===== src/design/vtx_pkg.sv =====
// Shared types, constants and helpers for the 4x4 vertex transform.
`timescale 1ns / 1ps
`default_nettype none

package vtx_pkg;

   localparam int DATA_W = 32;                       // Q16.16 word
   localparam int FRAC_W = 16;
   localparam int PROD_W = 2 * DATA_W;               // Q32.32 product
   localparam int ACC_W  = PROD_W + 2;               // four products, exact
   localparam int IDX_W  = 4;                        // 16 matrix entries
   localparam int SEL_W  = 2;                        // row or column

   localparam logic KIND_LOAD  = 1'b0;
   localparam logic KIND_XFORM = 1'b1;

   localparam logic signed [DATA_W-1:0] Q_ONE   = 32'sh0001_0000;
   localparam logic signed [DATA_W-1:0] SAT_MAX = 32'sh7FFF_FFFF;
   localparam logic signed [DATA_W-1:0] SAT_MIN = 32'sh8000_0000;

   // control word that rides along with each product through the datapath
   typedef struct packed {
      logic             valid;
      logic             first;   // column 0: restart the row sum
      logic             last;    // column 3: row sum complete
      logic [SEL_W-1:0] row;
   } ctl_type;

   // one finished output component
   typedef struct packed {
      logic                     valid;
      logic [SEL_W-1:0]         row;
      logic signed [DATA_W-1:0] value;
      logic                     sat;
   } res_type;

   function automatic logic signed [DATA_W-1:0] identity_entry(logic [IDX_W-1:0] idx);
      return (idx[3:2] == idx[1:0]) ? Q_ONE : '0;
   endfunction

endpackage

`default_nettype wire


===== src/design/vtx_matrix.sv =====
// Matrix entry store with identity reset, one write port and a registered read port.
`timescale 1ns / 1ps
`default_nettype none

module vtx_matrix (
   input  wire logic                             clock,
   input  wire logic                             reset,
   input  wire logic                             wr_en,
   input  wire logic [vtx_pkg::IDX_W-1:0]        wr_addr,
   input  wire logic signed [vtx_pkg::DATA_W-1:0] wr_data,
   input  wire logic [vtx_pkg::IDX_W-1:0]        rd_addr,
   output logic signed [vtx_pkg::DATA_W-1:0]     rd_data_ff
);

   localparam int DEPTH = 1 << vtx_pkg::IDX_W;

   logic signed [vtx_pkg::DATA_W-1:0] store_ff [DEPTH];

   always_ff @(posedge clock) begin
      if (reset) begin
         for (int i = 0; i < DEPTH; i++) begin
            store_ff[i] <= vtx_pkg::identity_entry(vtx_pkg::IDX_W'(i));
         end
      end else if (wr_en) begin
         store_ff[wr_addr] <= wr_data;
      end
   end

   always_ff @(posedge clock) begin
      rd_data_ff <= store_ff[rd_addr];
   end

endmodule

`default_nettype wire


===== src/design/vtx_mac.sv =====
// Shared multiply-accumulate unit: one product per cycle, row sum, floor and saturate.
`timescale 1ns / 1ps
`default_nettype none

module vtx_mac (
   input  wire logic                              clock,
   input  wire logic                              reset,
   input  wire vtx_pkg::ctl_type                  ctl,
   input  wire logic signed [vtx_pkg::DATA_W-1:0] op_a,
   input  wire logic signed [vtx_pkg::DATA_W-1:0] op_b,
   output vtx_pkg::res_type                       res
);

   localparam int SH_W = vtx_pkg::ACC_W - vtx_pkg::FRAC_W;

   vtx_pkg::ctl_type                   ctl_prod_ff;
   vtx_pkg::ctl_type                   ctl_acc_ff;
   logic signed [vtx_pkg::PROD_W-1:0]  prod_ff;
   logic signed [vtx_pkg::ACC_W-1:0]   acc_ff;
   logic signed [vtx_pkg::ACC_W-1:0]   acc_base;
   logic signed [vtx_pkg::ACC_W-1:0]   acc_in;
   logic signed [SH_W-1:0]             shifted;
   logic [SH_W-vtx_pkg::DATA_W:0]      top_bits;
   logic                               in_range;

   always_ff @(posedge clock) begin
      if (reset) begin
         ctl_prod_ff <= '0;
         ctl_acc_ff  <= '0;
      end else begin
         ctl_prod_ff <= ctl;
         ctl_acc_ff  <= ctl_prod_ff;
      end
   end

   always_comb begin
      acc_base = ctl_prod_ff.first ? '0 : acc_ff;
      acc_in   = acc_base + vtx_pkg::ACC_W'(prod_ff);
   end

   always_ff @(posedge clock) begin
      prod_ff <= op_a * op_b;
      if (ctl_prod_ff.valid) begin
         acc_ff <= acc_in;
      end
   end

   // dropping the low fraction bits of the exact sum rounds toward minus infinity
   always_comb begin
      shifted   = acc_ff[vtx_pkg::ACC_W-1:vtx_pkg::FRAC_W];
      top_bits  = shifted[SH_W-1:vtx_pkg::DATA_W-1];
      in_range  = (&top_bits) || (~|top_bits);
      res.valid = ctl_acc_ff.valid && ctl_acc_ff.last;
      res.row   = ctl_acc_ff.row;
      res.sat   = !in_range;
      priority if (in_range) begin
         res.value = shifted[vtx_pkg::DATA_W-1:0];
      end else if (shifted[SH_W-1]) begin
         res.value = vtx_pkg::SAT_MIN;
      end else begin
         res.value = vtx_pkg::SAT_MAX;
      end
   end

endmodule

`default_nettype wire


===== src/design/vertex_transform_mat4_vec4.sv =====
// Top level: 4x4 Q16.16 matrix times vector transform with sequencer and output register.
`timescale 1ns / 1ps
`default_nettype none

// A load beat (kind 0) writes one matrix entry and gives no result. A
// transform beat (kind 1) runs the 16 matrix entries one per cycle through a
// single 32x32 multiplier and a 66-bit accumulator; the result beat shows up
// once the last row sum is done, and a new request is taken in that same cycle
// if the result is consumed at once. No new transform is taken while one runs,
// as the one multiplier is shared. Each component
// is the exact row sum floored to Q16.16 and clipped to 32 bits; rsp_saturated
// flags any clip. The matrix resets to identity. While a result waits, load
// beats are still taken.
module vertex_transform_mat4_vec4 (
   input  wire logic                              clock,
   input  wire logic                              reset,
   input  wire logic                              req_valid,
   output logic                                   req_ready,
   input  wire logic                              req_kind,
   input  wire logic [1:0]                        req_row,
   input  wire logic [1:0]                        req_col,
   input  wire logic signed [vtx_pkg::DATA_W-1:0] req_entry_value,
   input  wire logic signed [vtx_pkg::DATA_W-1:0] req_vec_x,
   input  wire logic signed [vtx_pkg::DATA_W-1:0] req_vec_y,
   input  wire logic signed [vtx_pkg::DATA_W-1:0] req_vec_z,
   input  wire logic signed [vtx_pkg::DATA_W-1:0] req_vec_w,
   output logic                                   rsp_valid,
   input  wire logic                              rsp_ready,
   output logic signed [vtx_pkg::DATA_W-1:0]      rsp_out_x,
   output logic signed [vtx_pkg::DATA_W-1:0]      rsp_out_y,
   output logic signed [vtx_pkg::DATA_W-1:0]      rsp_out_z,
   output logic signed [vtx_pkg::DATA_W-1:0]      rsp_out_w,
   output logic                                   rsp_saturated
);

   localparam logic [1:0] ST_IDLE  = 2'd0;
   localparam logic [1:0] ST_ISSUE = 2'd1;
   localparam logic [1:0] ST_DRAIN = 2'd2;

   localparam logic [vtx_pkg::IDX_W-1:0] IDX_LAST = '1;
   localparam logic [vtx_pkg::SEL_W-1:0] COL_LAST = '1;
   localparam logic [vtx_pkg::SEL_W-1:0] ROW_LAST = '1;

   logic [1:0]                        state_ff, state_in;
   logic [vtx_pkg::IDX_W-1:0]         idx_ff, idx_in;
   logic signed [vtx_pkg::DATA_W-1:0] vec_ff [4];
   logic signed [vtx_pkg::DATA_W-1:0] vec_b_ff;
   vtx_pkg::ctl_type                  ctl_rd_ff, ctl_rd_in;
   logic signed [vtx_pkg::DATA_W-1:0] mat_rd;
   vtx_pkg::res_type                  res;
   logic                              rsp_valid_ff, rsp_valid_in;
   logic signed [vtx_pkg::DATA_W-1:0] out_x_ff, out_y_ff, out_z_ff, out_w_ff;
   logic                              sat_ff;
   logic                              accept;
   logic                              load_en;
   logic                              xform_start;

   assign req_ready   = (state_ff == ST_IDLE)
                     && (req_kind == vtx_pkg::KIND_LOAD || !rsp_valid_ff || rsp_ready);
   assign accept      = req_valid && req_ready;
   assign load_en     = accept && (req_kind == vtx_pkg::KIND_LOAD);
   assign xform_start = accept && (req_kind == vtx_pkg::KIND_XFORM);

   // sequencer: walk the 16 entries in row-major order
   always_comb begin
      state_in = state_ff;
      idx_in   = idx_ff;
      unique case (state_ff)
         ST_IDLE: begin
            if (xform_start) begin
               state_in = ST_ISSUE;
               idx_in   = '0;
            end
         end
         ST_ISSUE: begin
            idx_in = idx_ff + 1'b1;
            if (idx_ff == IDX_LAST) begin
               state_in = ST_DRAIN;
            end
         end
         ST_DRAIN: begin
            if (res.valid && res.row == ROW_LAST) begin
               state_in = ST_IDLE;
            end
         end
         default: begin
            state_in = ST_IDLE;
         end
      endcase
   end

   always_comb begin
      ctl_rd_in.valid = (state_ff == ST_ISSUE);
      ctl_rd_in.first = (idx_ff[1:0] == '0);
      ctl_rd_in.last  = (idx_ff[1:0] == COL_LAST);
      ctl_rd_in.row   = idx_ff[3:2];
   end

   always_ff @(posedge clock) begin
      if (reset) begin
         state_ff  <= ST_IDLE;
         idx_ff    <= '0;
         ctl_rd_ff <= '0;
      end else begin
         state_ff  <= state_in;
         idx_ff    <= idx_in;
         ctl_rd_ff <= ctl_rd_in;
      end
   end

   always_ff @(posedge clock) begin
      if (xform_start) begin
         vec_ff[0] <= req_vec_x;
         vec_ff[1] <= req_vec_y;
         vec_ff[2] <= req_vec_z;
         vec_ff[3] <= req_vec_w;
      end
      vec_b_ff <= vec_ff[idx_ff[1:0]];
   end

   vtx_matrix u_matrix (
      .clock      (clock),
      .reset      (reset),
      .wr_en      (load_en),
      .wr_addr    ({req_row, req_col}),
      .wr_data    (req_entry_value),
      .rd_addr    (idx_ff),
      .rd_data_ff (mat_rd)
   );

   vtx_mac u_mac (
      .clock (clock),
      .reset (reset),
      .ctl   (ctl_rd_ff),
      .op_a  (mat_rd),
      .op_b  (vec_b_ff),
      .res   (res)
   );

   // output register collects the four row results
   always_comb begin
      rsp_valid_in = rsp_valid_ff;
      if (res.valid && res.row == ROW_LAST) begin
         rsp_valid_in = 1'b1;
      end else if (rsp_ready) begin
         rsp_valid_in = 1'b0;
      end
   end

   always_ff @(posedge clock) begin
      if (reset) begin
         rsp_valid_ff <= 1'b0;
      end else begin
         rsp_valid_ff <= rsp_valid_in;
      end
   end

   always_ff @(posedge clock) begin
      if (res.valid) begin
         unique case (res.row)
            2'd0: out_x_ff <= res.value;
            2'd1: out_y_ff <= res.value;
            2'd2: out_z_ff <= res.value;
            2'd3: out_w_ff <= res.value;
            default: out_x_ff <= res.value;
         endcase
         sat_ff <= (res.row == '0) ? res.sat : (sat_ff | res.sat);
      end
   end

   assign rsp_valid     = rsp_valid_ff;
   assign rsp_out_x     = out_x_ff;
   assign rsp_out_y     = out_y_ff;
   assign rsp_out_z     = out_z_ff;
   assign rsp_out_w     = out_w_ff;
   assign rsp_saturated = sat_ff;

endmodule

`default_nettype wire


===== config.mk =====
export PLATFORM = sky130hd
export DESIGN_NAME = vertex_transform_mat4_vec4
export DESIGN_NICKNAME = d
export VERILOG_FILES = /design/src/design/vtx_pkg.sv /design/src/design/vtx_matrix.sv /design/src/design/vtx_mac.sv /design/src/design/vertex_transform_mat4_vec4.sv
export SDC_FILE = /design/constraint.sdc
export NUM_CORES = 2
export LEC_CHECK = 0
export BUFFER_PORTS_ARGS = -buffer_cell sky130_fd_sc_hd__buf_2
export CORE_ASPECT_RATIO = 0.75
export CORE_MARGIN = 5
export CORE_UTILIZATION = 70
export CTS_BUF_LIST = sky130_fd_sc_hd__clkbuf_4
export DETAILED_ROUTE_END_ITERATION = 10
export GPL_TIMING_DRIVEN = 0
export PLACE_DENSITY_LB_ADDON = 0.25
export SETUP_SLACK_MARGIN = 0.02
export SLEW_MARGIN = 25
export SYNTH_ARGS = -nofsm -noshare
export SYNTH_HDL_FRONTEND = slang
export SYNTH_SLANG_ARGS = --single-unit
export TNS_END_PERCENT = 10

===== constraint.sdc =====
create_clock -name clock -period 15.2 [get_ports clock]
set_clock_uncertainty 0.2 [all_clocks]
set_input_delay 0.76 -clock clock [delete_from_list [all_inputs] [get_ports clock]]
set_output_delay 0.76 -clock clock [all_outputs]
set_load 0.03 [all_outputs]

# Word-level counts from Yosys, hierarchy flattened
# Memory sizes are Yosys's and may differ from the RTL's. A register that Yosys moved wholly into a read port is not among the register bits.
# Index checks and enable logic that the tools add are counted.
dict set report op_classes {
  n_reduce_logical 26
  order_cmp 0
  n_eq_ne 10
  bitwise_logic 2
  n_mul 1
  div 0
  n_mux 22
  shift 0
  add_sub_neg 2
}
# op n
set op_table {}
lappend op_table {{$mux 32} 3}
lappend op_table {{$add 66x64->66} 1}
lappend op_table {{$mux 66} 1}
lappend op_table {{$mul 32x32->64} 1}
lappend op_table {{$reduce_or 32->1} 1}
lappend op_table {{$reduce_and 19->1} 1}
lappend op_table {{$reduce_or 19->1} 1}
lappend op_table {{$mux 1} 11}
lappend op_table {{$reduce_and 2->1} 5}
lappend op_table {{$eq 2x2->1 const B} 4}
lappend op_table {{$mux 4} 2}
lappend op_table {{$pmux 4 s2} 1}
lappend op_table {{$logic_and 1x1->1} 6}
lappend op_table {{$logic_not 2->1} 3}
lappend op_table {{$mux 2} 3}
lappend op_table {{$pmux 2 s3} 1}
lappend op_table {{$add 4x1->4 const B} 1}
lappend op_table {{$eq 2x1->1 const B} 2}
lappend op_table {{$eq 4x4->1 const B} 1}
lappend op_table {{$ne 2x2->1 const B} 2}
lappend op_table {{$reduce_bool 2->1} 2}
lappend op_table {{$logic_not 1->1} 3}
lappend op_table {{$logic_or 1x1->1} 3}
lappend op_table {{$reduce_and 3->1} 1}
lappend op_table {{3 further kinds} 3}
dict set report totals {
  mem_bits_ro 0
  inputBits 169
  wordCells 86
  out_inout_bits 131
  mem_count 2
  latchBits 0
  ram_bits 640
  regBits 280
}
# name depth word_bits rd rd_ports_with_merged_regs wr line
set memory_table {}
lappend memory_table {u_matrix.store_ff 16 32 1 1 16 vtx_matrix.sv:17} ;# logic signed [vtx_pkg::DATA_W-1:0] store_ff [DEPTH];
lappend memory_table {vec_ff 4 32 1 1 4 vertex_transform_mat4_vec4.sv:46} ;# logic signed [vtx_pkg::DATA_W-1:0] vec_ff [4];

# Depth between registers and ports, before layout
dict set report depth {
  ltp_word 11
  mapped_depth 29
}

# Cells and area by module
# A second synthesis with hierarchy kept.
dict set report hier_totals {
  hier_cells 6595
  hier_area_um2 77634.5
}
# module cells_per_inst area_per_inst_um2 n_inst seq_area_each_um2
set by_module_without_submodules {}
lappend by_module_without_submodules {vtx_mac 4748 44421.4 1 3443.3}
lappend by_module_without_submodules {vtx_matrix 1448 23476.3 1 16015.4}
lappend by_module_without_submodules {vertex_transform_mat4_vec4 399 9736.8 1 8598.2}

# Worst setup path after synthesis
# Ideal clock, no wire load.
dict set report synth_path {
  path_kind {flip-flop to flip-flop}
  startpoint {register u_matrix.rd_data_ff[31] (netlist bit) (read register of u_matrix.store_ff)}
  endpoint {register u_mac.prod_ff[63] (netlist bit)}
  period_less_slack_ps 7619
  arrival_ps 7347
  path_stages_with_launch 29
  path_slack_ps 7581
  n_path_buf 1
  setup_ps 72
  cell_sequence {dfxtp_1 -> clkbuf_1 -> nand2_1 -> inv_1 -> fa_1 -> inv_1 -> fa_1 -> inv_1 -> fa_1 -> fa_1 -> inv_1 -> fa_1 -> inv_1 -> fa_1 -> inv_1 -> fa_1 -> fa_1 -> inv_1 -> ha_1 -> a21oi_1 -> nor2b_1 -> o21ai_0 -> nand2b_1 -> a21o_1 -> a21o_1 -> a21oi_1 -> nor2b_1 -> a311oi_1 -> xnor2_1}
}
dict set report synth_between {
  elab_chain_len 1
}
# element line
set synth_rtl {}
lappend synth_rtl {{from (decl)} vtx_matrix.sv:12} ;# output logic signed [vtx_pkg::DATA_W-1:0] rd_data_ff
lappend synth_rtl {{$mul 32x32->64} vtx_mac.sv:42} ;# prod_ff <= op_a * op_b;
lappend synth_rtl {{to (signal assigned)} vtx_mac.sv:42}
lappend synth_rtl {{to (decl)} vtx_mac.sv:18} ;# logic signed [vtx_pkg::PROD_W-1:0] prod_ff;
# Every way passes these cells.
# A chain may end at the register's enable or synchronous reset.

# Worst setup path in the final report
dict set report layout_path {
  startpoint {register vec_b_ff[14] (netlist bit) (read register of vec_ff)}
  endpoint {register u_mac.prod_ff[62] (netlist bit)}
}
dict set report layout_between {
  elab_chain_len 1
}
# element line
set layout_rtl {}
lappend layout_rtl {{from (decl)} vertex_transform_mat4_vec4.sv:47} ;# logic signed [vtx_pkg::DATA_W-1:0] vec_b_ff;
lappend layout_rtl {{$mul 32x32->64} vtx_mac.sv:42}
# Every way passes these cells.

==> run metrics <==
Detail Route Antenna Nets=0; violated checks=DRC; Critical R2R Capture=u_mac.prod_ff[62]; nets=8756; Root Buffer Master=clkbuf_4; syn_nets=7912; Min-Delay Path Class=input pin to flop; CTS tree=yes; Synth Warn #=0; area leader, netlist=edfxtp_1; clock transition at the registers of the reported paths=0.10 ns; initial antenna violation count=47; Area Overhead vs Synth=12.8%; hold path depth=2; WS Path Type=flop to flop; Mapped Area=76900 um2; status=complete, but fails checks; final WL=259000 um; TritonCTS Buffers=225; worst skew pair latency=1.36 ns; R2R depth=24; pin count of the biggest net entering global routing=53; post-CTS setup buffers=0; WHS Endpoint=vec_ff[0][26]; cells after synthesis=6409; total congestion overflow=0; vias in the first global route=59500; layout cell share with drive strength beyond 1=0.127; Post-synth EDFFs=835; Post-synth ARST share=0; WP data required=16.10 ns; first-pass GRT wire length=381000 um; CTS max path bufs=3; worst-margin pin slew=1.26 ns; num rows=105; Top FF cell, synth=edfxtp_1; First-pass DRT Iterations=11; worst flop-to-flop path startpoint=vec_b_ff[14]; Post-route DRC=1; # port buffers=299; Fillers=6407; CTS Sinks=984; CP startpoint=vec_b_ff[14]; Initial Util=0.704; CORE AREA=109000 um2; Syn Area/Cell=12.0 um2; Tot GR Track Use=0.455; Max-Cap Viols=0; Max Freq=100 MHz; drt wl/cell=29.0 um; footprint of the multi-input gates=43800 um2; Core Util, Final=0.794; Worst Min Path Start=req_vec_x[26]; Slew HR=0.159; synth top area cells=edfxtp_1 33%, fa_1 28%, and2_1 8.3%; die area=117000 um2; Unique masters post-synth=62; commonest non-fill, non-tap cell in the layout=fa_1; most frequent cells in the layout=1082 x fa_1, 1020 x and2_1, 1013 x inv_1; Die Ht=297 um; Final setup violation count=0; HPWL after detailed placement=185000 um; Final min period=9.97 ns; RSZ-0062 raised after global routing=false; H-tree Lvls=4; Worst setup SP type=flop; max-slew violations=0; GPL Wtd Cong=1.08; via count=57200; Synth top area share=0.326; setup tns final=0 ns; IO Pins=300; CP Capture Type=flop; Chip Width=393 um; synthesized flop and latch total=984; register area share after synthesis=0.365; period utilization=0.656; Reg area=28100 um2; Final Hold Fails=0; worst reg-to-reg setup slack=5.23 ns; vias per cell=6.40; worst path arrival time=10.88 ns; initial DRC count=7954; Worst Path Max Fanout=14
[stage by stage]
step | area, um2 | hold slack, ns | worst slack [ns] | std cells
global route | 86600 | 0.0554 | 4.98 | 8905
CTS | 86500 | 0.00518 | 5.64 | 8892
floorplan | 76900 | 0.214 | 7.58 | 6409
global placement | 80200 | 0.223 | 5.90 | 8152
detailed placement | 80400 | 0.229 | 5.74 | 8168
finish | 86700 | 0.0844 | 5.23 | 8937
[final cells by class]
cell class,instances,share of cell area
antenna,44,0.00127
clock buffer,346,0.0300
timing repair buffer,617,0.0541
tap,1444,0.0208
multi-input combinational,4055,0.505
sequential,984,0.324
buffer,356,0.0159
inverter,1014,0.0439
clock inverter,77,0.00566
[repair_timing]
action	4_1_cts	5_1_grt
hold buffers	301	0
endpoints found under the hold margin	643	0
gates resized for setup	0	0
[logic make-up after synthesis]
kind of cell / after synthesis / synth area share
fa+ha+maj: 1334 / 0.323
mux: 192 / 0.0562
flops: 984 / 0.365
buf+inv: 1370 / 0.0669
simple gates: 1954 / 0.137
compound gates: 437 / 0.0368
xor+xnor: 138 / 0.0157
[cells in the mapped netlist (all sizes together), types with 19 or more instances]
cell and number:
a21o 96, o21ai 81, nand2 574, buf 19, nand2b 28, nor2b 98, nand4 30, edfxtp 835
ha 251, clkbuf 337, o21bai 25, a21oi 134, xnor2 97, fa 1083, xor2 41, nor2 98
mux4 192, dfxtp 149, and2 1021, nor3 20, nand3 23, inv 1014
[state kept, by name, summed over array words and instances, names as in the netlist, 5 cells and up]
name and flops:
vec_b_ff 32, rsp_out_z 32, rsp_out_y 32, u_mac.prod_ff 64
rsp_out_w 32, u_matrix.rd_data_ff 32, u_mac.ctl_prod_ff 5, ctl_rd_ff 5
u_matrix.store_ff 512, vec_ff 128, rsp_out_x 32, u_mac.acc_ff 66
[worst max path at each step]
| stage | slack, ns | cells past startpoint | to |
|---|---|---|---|
| after detailed placement | 5.74 | 25 | u_mac.prod_ff[62] |
| after CTS | 5.64 | 28 | u_mac.prod_ff[60] |
| after global placement | 5.90 | 25 | u_mac.prod_ff[58] |
| after floorplan | 7.58 | 28 | u_mac.prod_ff[63] |
| after global routing | 4.98 | 28 | u_mac.prod_ff[60] |
| final | 5.23 | 24 | u_mac.prod_ff[62] |
[routing by layer]
metal / share of wire / wire [um] / vias up / track usage
met5: 0.00098 / 253 / - / 0
met1: 0.34 / 87900 / 28300 / 0.602
met2: 0.42 / 109000 / 5350 / 0.635
met3: 0.18 / 45800 / 1188 / 0.220
li1: - / - / 22300 / -
met4: 0.064 / 16600 / 26 / 0.227
[worst max-delay path, cell delays in order, from the launching register on]
cell	delay [ns]
dfxtp_1	0.94
clkbuf_2	0.65
nand2_1	0.59
fa_1	0.91
inv_1	0.17
ha_1	0.27
fa_1	0.44
ha_1	0.22
fa_1	0.50
fa_1	0.49
fa_1	0.53
inv_1	0.10
fa_1	0.55
inv_1	0.06
ha_1	0.38
nand4_1	0.22
nor2_1	0.17
nor2_1	0.07
o31a_1	0.30
o21ai_0	0.79
a31o_2	0.37
a221oi_2	0.13
a21oi_1	0.34
a31oi_1	0.18
xnor2_1	0.16
Power is left out: the tool's default activity adds up to more than one toggle a clock period on the data nets, which glitch-free logic cannot reach.
